--- config.mk ---
export PLATFORM = sky130hd
export DESIGN_NAME = hcbp_out_fifo
export DESIGN_NICKNAME = d
export VERILOG_FILES = /design/src/rtl/hcbp_pkg.sv /design/src/rtl/hcbp_out_fifo.sv
export SDC_FILE = /design/constraint.sdc
export NUM_CORES = 1
export LEC_CHECK = 0
export BUFFER_PORTS_ARGS = -buffer_cell sky130_fd_sc_hd__buf_2
export CORE_MARGIN = 1
export CORE_UTILIZATION = 35
export DETAILED_ROUTE_END_ITERATION = 10
export GPL_ROUTABILITY_DRIVEN = 1
export GPL_TIMING_DRIVEN = 0
export HOLD_SLACK_MARGIN = 0.12
export PLACE_DENSITY = 0.57
export SETUP_SLACK_MARGIN = 0.4
export SLEW_MARGIN = 30
export SYNTH_ARGS = -nofsm -noshare
export SYNTH_HDL_FRONTEND = slang
export SYNTH_SLANG_ARGS = --single-unit
--- constraint.sdc ---
create_clock -name clk -period 3.97 [get_ports clk]
set_input_delay 0.397 -clock clk [delete_from_list [all_inputs] [get_ports clk]]
set_output_delay 0.397 -clock clk [all_outputs]
set_load 0.05 [all_outputs]
--- src/rtl/hcbp_pkg.sv ---
// Shared types, constants and helpers for the prefix-code bit packer.
// Used by huffman_code_bit_packer, hcbp_code_table and hcbp_out_fifo.
package hcbp_pkg;

	localparam int WORD_BITS   = 32;
	localparam int TABLE_DEPTH = 256;
	localparam int TABLE_AW    = (TABLE_DEPTH > 1) ? $clog2(TABLE_DEPTH) : 1;
	localparam int LEN_W       = $clog2(WORD_BITS + 1);
	localparam int OUT_DEPTH   = 4;
	localparam int OUT_AW      = $clog2(OUT_DEPTH);
	localparam int OUT_CW      = $clog2(OUT_DEPTH + 1);

	localparam logic [1:0] FUNC_LOAD   = 2'd0;
	localparam logic [1:0] FUNC_ENCODE = 2'd1;
	localparam logic [1:0] FUNC_FINISH = 2'd2;

	localparam logic [7:0] END_SYMBOL_RESET = 8'd213;

	typedef logic [WORD_BITS-1:0] word_t;
	typedef logic [LEN_W-1:0]     len_t;

	typedef struct packed {
		logic [1:0]  func;
		logic [7:0]  symbol;
		logic [31:0] code_bits;
		logic [5:0]  code_length;
	} hcbp_in_t;

	typedef struct packed {
		logic [31:0] packed_word;
		logic        last;
	} hcbp_out_t;

	// Up to two result words produced by one item in a single cycle.
	typedef struct packed {
		logic [1:0] n;
		hcbp_out_t  w0;
		hcbp_out_t  w1;
	} hcbp_push_t;

	// Mask of the low n bits of a word; n equal to WORD_BITS gives all ones.
	function automatic word_t word_mask(input len_t n);
		return ~({WORD_BITS{1'b1}} << n);
	endfunction

endpackage

--- src/rtl/hcbp_out_fifo.sv ---
// Small result queue that takes up to two words a cycle and hands out one.
// Depends on hcbp_pkg for the result and push bundle types.
module hcbp_out_fifo
	import hcbp_pkg::*;
(
	input  logic       clk,
	input  logic       arst_n,
	input  hcbp_push_t push,
	output logic       room_ok,
	output logic       word_valid,
	input  logic       word_ready,
	output hcbp_out_t  word_data
);

	hcbp_out_t         entry_q [OUT_DEPTH];
	logic [OUT_AW-1:0] wr_ptr_q;
	logic [OUT_AW-1:0] rd_ptr_q;
	logic [OUT_CW-1:0] count_q;
	logic              pop;

	assign word_valid = (count_q != '0);
	assign word_data  = entry_q[rd_ptr_q];
	assign pop        = word_valid && word_ready;
	// Space for a full two-word push, judged before this cycle's pop.
	assign room_ok    = (count_q <= OUT_CW'(OUT_DEPTH - 2));

	always_ff @(posedge clk) begin
		if (push.n != 2'd0) begin
			entry_q[wr_ptr_q] <= push.w0;
		end
		if (push.n == 2'd2) begin
			entry_q[OUT_AW'(wr_ptr_q + 1'b1)] <= push.w1;
		end
	end

	always_ff @(posedge clk or negedge arst_n) begin
		if (!arst_n) begin
			wr_ptr_q <= '0;
			rd_ptr_q <= '0;
			count_q  <= '0;
		end else begin
			wr_ptr_q <= OUT_AW'(wr_ptr_q + OUT_AW'(push.n));
			if (pop) begin
				rd_ptr_q <= OUT_AW'(rd_ptr_q + 1'b1);
			end
			count_q <= OUT_CW'(count_q + OUT_CW'(push.n) - OUT_CW'(pop));
		end
	end

endmodule

-- Word-level counts from Yosys, hierarchy flattened
Memories as Yosys holds them, arrays and structs flattened.
Cells that the tools add are included.
- bits in registers: 7
- latch bits: 0
- bits in writable memories: 132
- ROM bits: 0
- output and inout bits: 35
- logic and storage cells: 18
- memories kept: 1
- memory list (name ; depth ; width ; rd ports ; clocked after memory_dff ; write ports ; line ; source):
    entry_q ; 4 ; 33 ; 1 ; 0 ; 2 ; hcbp_out_fifo.sv:15 ; hcbp_out_t entry_q [OUT_DEPTH];
- $add $sub $neg: 5
- multipliers: 0
- divide/modulo/power cells: 0
- $lt $le $gt $ge: 1
- equality and inequality tests: 1
- shifts and indexed selects: 0
- mux-type cells: 4
- bitwise operators: 0
- reductions and logical operators: 3
- operators with widths (kind ; number):
    $add A2 B1 Y2 const B ; 2
    $mux W1 ; 4
    $add A3 B2 Y3 ; 1
    $le A3 B2 Y1 const B ; 1
    $reduce_bool A3 Y1 ; 1
    $sub A3 B1 Y3 ; 1
    $add A2 B2 Y2 ; 1
    $eq A2 B2 Y1 const B ; 1
    $reduce_bool A2 Y1 ; 1
    $logic_and A1 B1 Y1 ; 1

-- Longest topological paths before layout
Gate-level depths: netlist (run 1).
- depth in word-level cells: 3
- depth in mapped cells: 7
- depth with buffers taken out: 7

-- Least setup slack after synthesis (run 1)
OpenSTA, ideal clock, no wires.
- path type: input -> register
- start point: input push[67] in the netlist's numbering
- end point: memory entry_q[0][0] in the netlist's numbering, enable pin
- arrival time: 2.996 ns
- path slack: 0.505 ns
- stages: 3
- path through: buf_2 > o21bai_1 > o21ai_0
- RTL lines (item ; line ; source):
    from (decl) ; hcbp_out_fifo.sv:8 ; input hcbp_push_t push,
    to (decl) ; hcbp_out_fifo.sv:15 ;

==> impl_metrics.env, run 1 <==
export IMPL_status="finished clean"
export IMPL_hpwl_microns=10300
export IMPL_hold_ws_ns=0.302
export IMPL_track_usage_pct=16.8
export IMPL_clk_pin_slew_ns=0.06
export IMPL_coreArea_sq_um=19000
export IMPL_max_freq_mhz=359
export IMPL_hold_path_depth=2
export IMPL_cp_slowest_cell="buf_1"
export IMPL_die_w_microns=142
export IMPL_globalplace_congestion=0.727
export IMPL_pre_cts_slack_ns=1.56
export IMPL_clock_skew_ns=0.00703
export IMPL_grt_pass1_vias=4247
export IMPL_postCtsHoldBufs=1
export IMPL_synth_cell_type_count=25
export IMPL_yosysSeqAreaShare_pct=60.5
export IMPL_wire_per_inst_microns=20.4
export IMPL_clock_latency_ns=0.42
export IMPL_total_power_mw=7.08
export IMPL_via_per_inst=4.91
export IMPL_cts_repair_resized=0
export IMPL_syn_area_sq_um=6840
export IMPL_path_class="flip-flop to output port"
export IMPL_cts_buffers=17
export IMPL_setup_tns_ns=0
export IMPL_crit_chain="clkbuf_1 > buf_1 > mux4_2 > buf_2"
export IMPL_port_buffers=104
export IMPL_ir_drop_v=0.000372
export IMPL_dieArea_sq_um=20100
export IMPL_via_count=3764
export IMPL_crit_path_start_kind="flip-flop"
export IMPL_fin_nets=567
export IMPL_synthCells=360
export IMPL_worst_slack_ns=1.18
export IMPL_critical_path_max_stage_delay_ns=0.63
export IMPL_syn_nets=436
export IMPL_ant_nets=0
export IMPL_grt_setup_unrepaired="false"
export IMPL_leakage_nw=3.07
export IMPL_hold_viol=0
export IMPL_clk_path_buf_depth=2
export IMPL_relSlewSlack_pct=49.3
export IMPL_antenna_found_initial=2
export IMPL_min_path_type="input pin to flip-flop"
export IMPL_drt_iter0_drc=219
export IMPL_synth_warnings=0
export IMPL_yosys_register_bits=139
export IMPL_cts_htree_levels=4
export IMPL_p_per_area_nw_per_um2=829
export IMPL_clkSinkCount=139
export IMPL_tightest_slew_ns=0.760
export IMPL_max_cap_violations=0
export IMPL_grt_max_degree=18
export IMPL_critPathCaptureType="output port"
export IMPL_cts_setup_buffers=0
export IMPL_cts_tree="done"
export IMPL_routed_wirelength_microns=15600
export IMPL_arrival_ns=2.39
export IMPL_grt_pass1_wl_microns=24100
export IMPL_grt_ovfl_total=0
export IMPL_io_pins=106
export IMPL_required_ns=3.57
export IMPL_placementRows=50
export IMPL_min_period_ns=2.79
export IMPL_syn_area_per_cell_sq_um=19.0
export IMPL_die_y_microns=142
export IMPL_synthToLayoutAreaGrowth_pct=24.9
export IMPL_r2r_cells=6
export IMPL_first_pass_iters=4
export IMPL_initial_utilization_pct=36.1
export IMPL_postLayoutCoreUtil_pct=45.1
export IMPL_fin_crit_sh_pct=70.2
export IMPL_critical_path_max_fanout=10
export IMPL_fillCellCount=1718
export IMPL_route_detailed_drc=0
export IMPL_drive_gt1_share_pct=64.7
export IMPL_setup_viol=0
export IMPL_cts_root_buf="clkbuf_16"
export IMPL_slew_viol_final=0
==> power breakdown <==
group / switching (mW) / internal (mW)
Clock: 0.626 / 1.06
Combinational: 2.01 / 1.09
Sequential: 0.119 / 2.18
Total: 2.75 / 4.33
==> final timing paths <==
path / start / slack [ns] / end
max: rd_ptr_q[1] / 1.18 / word_data[31]
min: push[24] / 0.30 / entry_q[2][24]
max reg2reg: wr_ptr_q[1] / 1.89 / entry_q[2][13]
min reg2reg: count_q[2] / 0.57 / count_q[2]
max in group asynchronous: arst_n / 3.48 / rd_ptr_q[1]
min in group asynchronous: arst_n / 0.34 / count_q[2]
==> worst max-delay path, delay by kind of cell, from the launching register on <==
family   cells  cell delay (ns)
flops        1             0.32
buf+inv      3             1.21
mux          1             0.43
==> routing by layer <==
layer | routed length [microns] | vias up | share of wire [%] | track usage [%]
li1 | - | 1744 | - | -
met1 | 6770 | 1903 | 43 | 20.2
met2 | 7660 | 100 | 49 | 28.1
met3 | 966 | 17 | 6.2 | 5.37
met4 | 221 | 0 | 1.4 | 6.34
met5 | 0 | - | 0 | 0
==> through the flow <==
step	instances	cell area, sq um
final	766	8540
after global routing	764	8540
after CTS	764	8540
after detailed placement	731	7900
after global placement	724	7680
after floorplan	360	6840
==> cell type report <==
cell class / instances / area, sq um / area share [%]
flip-flops and latches: 139 / 4140 / 48.5
multi-input cells: 190 / 2520 / 29.5
repair buffers: 112 / 711 / 8.32
clock buffers: 19 / 433 / 5.07
well taps: 260 / 325 / 3.81
plain buffers: 24 / 191 / 2.24
clock inverters: 13 / 190 / 2.23
inverters: 7 / 26.3 / 0.308
diodes: 2 / 5.00 / 0.0586
==> cells by family after synthesis <==
family,count (synthesis),share of synthesized area (%)
buffers and inverters,31,3.18
XOR/XNOR,6,0.768
flip-flops,139,60.5
multiplexers,166,32.7
adder cells (fa/ha/maj),5,1.02
AO/OA/AOI/OAI,6,0.622
AND/OR/NAND/NOR,7,1.13
==> placed cells by master (no fill, tap or decap), types with 5 or more instances in the layout <==
master,instances
edfxtp_1,132
mux2_2,123
buf_2,113
mux4_2,33
clkbuf_16,17
buf_6,12
mux2_1,9
inv_1,7
dfrtp_1,7
buf_16,6
xnor2_1,5
==> synth_stat cells <==
cell type	instances	area (sq um)
a21oi_1	1	5.00
and4bb_2	2	25.0
buf_1	1	3.75
buf_2	9	45.0
buf_6	12	135
clkbuf_1	2	7.51
dfrtp_1	7	175
edfxtp_1	132	3960
fa_1	1	20.0
ha_1	4	50.1
inv_1	7	26.3
mux2_1	9	101
mux2_2	123	1390
mux2i_1	1	10.0
mux4_2	33	743
nand4b_2	1	15.0
nor2_1	2	7.51
nor4b_4	1	23.8
o21ai_0	1	5.00
o21bai_1	2	15.0
o311ai_0	1	8.76
o31a_1	1	8.76
or3_1	1	6.26
xnor2_1	5	43.8
xor2_1	1	8.76
==> sequential cells by signal, summed over array words and instances, names as in the netlist <==
register / count
wr_ptr_q: 2
count_q: 3
entry_q: 132
rd_ptr_q: 2
(Power assumes the default switching activity.)
==> run 2: changes to the inputs <==
--- a/config.mk
+++ b/config.mk
@@ -5,6 +5,7 @@
 export SDC_FILE = /design/constraint.sdc
 export NUM_CORES = 1
 export LEC_CHECK = 0
+export ABC_AREA = 1
 export BUFFER_PORTS_ARGS = -buffer_cell sky130_fd_sc_hd__buf_2
 export CORE_MARGIN = 1
 export CORE_UTILIZATION = 35
@@ -12,7 +13,7 @@
 export GPL_ROUTABILITY_DRIVEN = 1
 export GPL_TIMING_DRIVEN = 0
 export HOLD_SLACK_MARGIN = 0.12
-export PLACE_DENSITY = 0.57
+export PLACE_DENSITY = 0.56
 export SETUP_SLACK_MARGIN = 0.4
 export SLEW_MARGIN = 30
 export SYNTH_ARGS = -nofsm -noshare
==> constraint.sdc (replaced) <==
create_clock -name clk -period 2.6 [get_ports clk]
set_input_delay 0.26 -clock clk [delete_from_list [all_inputs] [get_ports clk]]
set_output_delay 0.26 -clock clk [all_outputs]
set_load 0.05 [all_outputs]
==> impl_metrics.env, run 2 <==
export IMPL_drt_iter0_drc=552
export IMPL_layout_commonest_cell="nand2_1"
export IMPL_regMostFlops="entry_q"
export IMPL_globalplace_congestion=0.789
export IMPL_synthCells=920
export IMPL_worst_slack_ns=0.469
export IMPL_clock_latency_ns=0.43
export IMPL_setup_viol=0
export IMPL_fin_crit_sh_pct=81.9
export IMPL_synth_top_family_by_area="simple AND/OR/NAND/NOR gates"
export IMPL_synth_simple_area_share_pct=32.4
export IMPL_syn_area_per_cell_sq_um=8.12
export IMPL_cts_buffers=17
export IMPL_min_period_ns=2.13
export IMPL_synth_enable_flop_cells=132
export IMPL_track_usage_pct=21.3
export IMPL_syn_area_sq_um=7470
export IMPL_via_per_inst=4.91
export IMPL_first_pass_iters=5
export IMPL_synth_adder_area_share_pct=0.938
export IMPL_dieArea_sq_um=21900
export IMPL_yosys_register_bits=139
export IMPL_clk_path_buf_depth=2
export IMPL_die_y_microns=148
export IMPL_setup_tns_ns=0
export IMPL_leakage_nw=4.35
export IMPL_via_count=6570
export IMPL_synthToLayoutAreaGrowth_pct=22.6
export IMPL_fin_nets=1124
export IMPL_synth_cell_type_count=23
export IMPL_yosysSeqAreaShare_pct=55.4
export IMPL_ir_drop_v=0.000805
export IMPL_critPathCaptureType="output port"
export IMPL_placementRows=53
export IMPL_max_freq_mhz=469
export IMPL_placed_cell_area_sq_um=8460
export IMPL_netlist_top_cells_count="418 x nand2_1, 132 x edfxtp_1, 102 x nand3_1, 68 x nor2_1, 66 x o21ai_0"
export IMPL_ant_nets=0
export IMPL_max_cap_violations=0
export IMPL_total_power_mw=12.0
export IMPL_relSlewSlack_pct=52.2
export IMPL_hpwl_microns=15000
export IMPL_synthXorXnorAreaFrac_pct=0
export IMPL_grt_pass1_vias=6072
export IMPL_grt_ovfl_total=0
export IMPL_critical_path_max_fanout=10
export IMPL_cts_htree_levels=4
export IMPL_io_pins=106
export IMPL_status="finished clean"
export IMPL_die_w_microns=148
export IMPL_postLayoutCoreUtil_pct=43.7
export IMPL_hold_viol=0
export IMPL_clk_pin_slew_ns=0.06
export IMPL_arrival_ns=1.87
export IMPL_initial_utilization_pct=35.7
export IMPL_largest_register_ffs=132
export IMPL_path_class="flip-flop to output port"
export IMPL_muxShareOfSynthArea_pct=0
export IMPL_tightest_slew_ns=0.717
export IMPL_min_path_type="input pin to flip-flop"
export IMPL_routed_wirelength_microns=22600
export IMPL_cts_root_buf="clkbuf_16"
export IMPL_ys_top_cells_by_area="edfxtp_1 53%, nand2_1 21%, nand3_1 6.8%, o21ai_0 4.4%, nor2_1 3.4%"
export IMPL_yosys_area_top_type_share_pct=53.0
export IMPL_drive_gt1_share_pct=19.6
export IMPL_route_detailed_drc=0
export IMPL_r2r_cells=6
export IMPL_clock_skew_ns=0.00753
export IMPL_wire_per_inst_microns=16.9
export IMPL_synth_async_sr_flop_share_pct=5.04
export IMPL_coreArea_sq_um=21000
export IMPL_synth_most_common_cell="nand2_1"
export IMPL_synth_warnings=0
export IMPL_synth_compound_area_share_pct=4.76
export IMPL_port_buffers=104
export IMPL_yosysTopAreaCell="edfxtp_1"
export IMPL_pre_cts_slack_ns=0.255
export IMPL_top_regs="entry_q: 132 flops, count_q: 3 flops"
export IMPL_grt_setup_unrepaired="false"
export IMPL_antenna_found_initial=2
export IMPL_hold_path_depth=3
export IMPL_p_per_area_nw_per_um2=1310
export IMPL_grt_pass1_wl_microns=34400
export IMPL_grt_max_degree=34
export IMPL_required_ns=2.34
export IMPL_mostFrequentLayoutCells="415 x nand2_1, 132 x edfxtp_1, 118 x buf_2"
export IMPL_slew_viol_final=0
export IMPL_ys_flop_type="edfxtp_1"
export IMPL_postLayoutCellArea_sq_um=9160
export IMPL_crit_path_start_kind="flip-flop"
export IMPL_syn_nets=996
export IMPL_cts_tree="done"
export IMPL_clkSinkCount=139
-- run 2: changes by cell type in the layout (fill, tap and decap cells not counted), sizes merged, moves of 2 or more --
| cell | previous run | this run |
|---|---|---|
| xnor2 | 5 | 0 |
| and4bb | 2 | 0 |
| nor2 | 2 | 72 |
| nand3 | 0 | 102 |
| o21bai | 2 | 0 |
| inv | 10 | 49 |
| clkbuf | 21 | 42 |
| clkinv | 5 | 9 |
| o21ai | 1 | 70 |
| buf | 133 | 143 |
| mux4 | 33 | 0 |
| mux2 | 132 | 0 |
| nand2 | 0 | 421 |
-- run 2: worst paths after layout --
kind / startpoint / to / slack (ns)
max: rd_ptr_q[1] / word_data[2] / 0.47
min: word_ready / rd_ptr_q[0] / 0.12
max reg2reg: wr_ptr_q[0] / entry_q[2][19] / 0.49
min reg2reg: rd_ptr_q[1] / rd_ptr_q[1] / 0.48
max in group asynchronous: arst_n / rd_ptr_q[0] / 2.23
min in group asynchronous: arst_n / count_q[0] / 0.20
-- run 2: cell families (layout without fill, tap and decap cells) --
group,Yosys count,after routing
AND/OR/NAND/NOR,598,598
flip-flops,139,139
buffers and inverters,107,248
AO/OA/AOI/OAI,71,71
adder cells (fa/ha/maj),5,5
other,0,1
-- run 2: metrics by stage --
stage	std cells	hold slack, ns
5_1_grt	1337	0.133
6_report	1337	0.123
4_1_cts	1336	0.124
3_3_place_gp	1299	0.109
3_5_place_dp	1303	0.108
2_1_floorplan	920	-0.0356
-- run 2: worst max-delay path, stage by stage (launching register included) --
cell and delay, ns:
dfrtp_1 0.38, inv_1 0.18, buf_4 0.23, buf_4 0.23
nand2_1 0.07, nand2_1 0.11, clkbuf_4 0.25
-- run 2: power by group --
group,total [mW],internal (mW),switching (mW)
registers,3.59,3.42,0.169
clock network,2.45,1.49,0.955
logic,5.95,1.53,4.42
-- run 2: metal layers --
metal | share of wire, % | vias up | routed length [microns] | track usage [%]
li1 | - | 3251 | - | -
met1 | 45 | 3039 | 10200 | 28.9
met2 | 47 | 245 | 10500 | 33.9
met3 | 6.0 | 33 | 1350 | 3.83
met4 | 2.3 | 2 | 517 | 7.94
met5 | 0.058 | - | 13 | 0
-- run 2: repair_timing --
action                                  4_1_cts  5_1_grt
hold buffers                                  1        0
gates cloned                                  0        0
hold endpoints to repair                      7        0
gates resized for setup                      21       26
setup buffers                                 0        0
endpoints found under the setup margin       60       47
pin swaps                                     0        0
-- run 2: layout make-up --
cell class,instances,area (sq um)
tap,275,344
timing repair buffer,109,663
multi-input combinational,674,2890
antenna,1,2.50
sequential,139,4140
fill,2155,11800
clock inverter,14,153
clock buffer,18,429
buffer,59,355
inverter,48,180
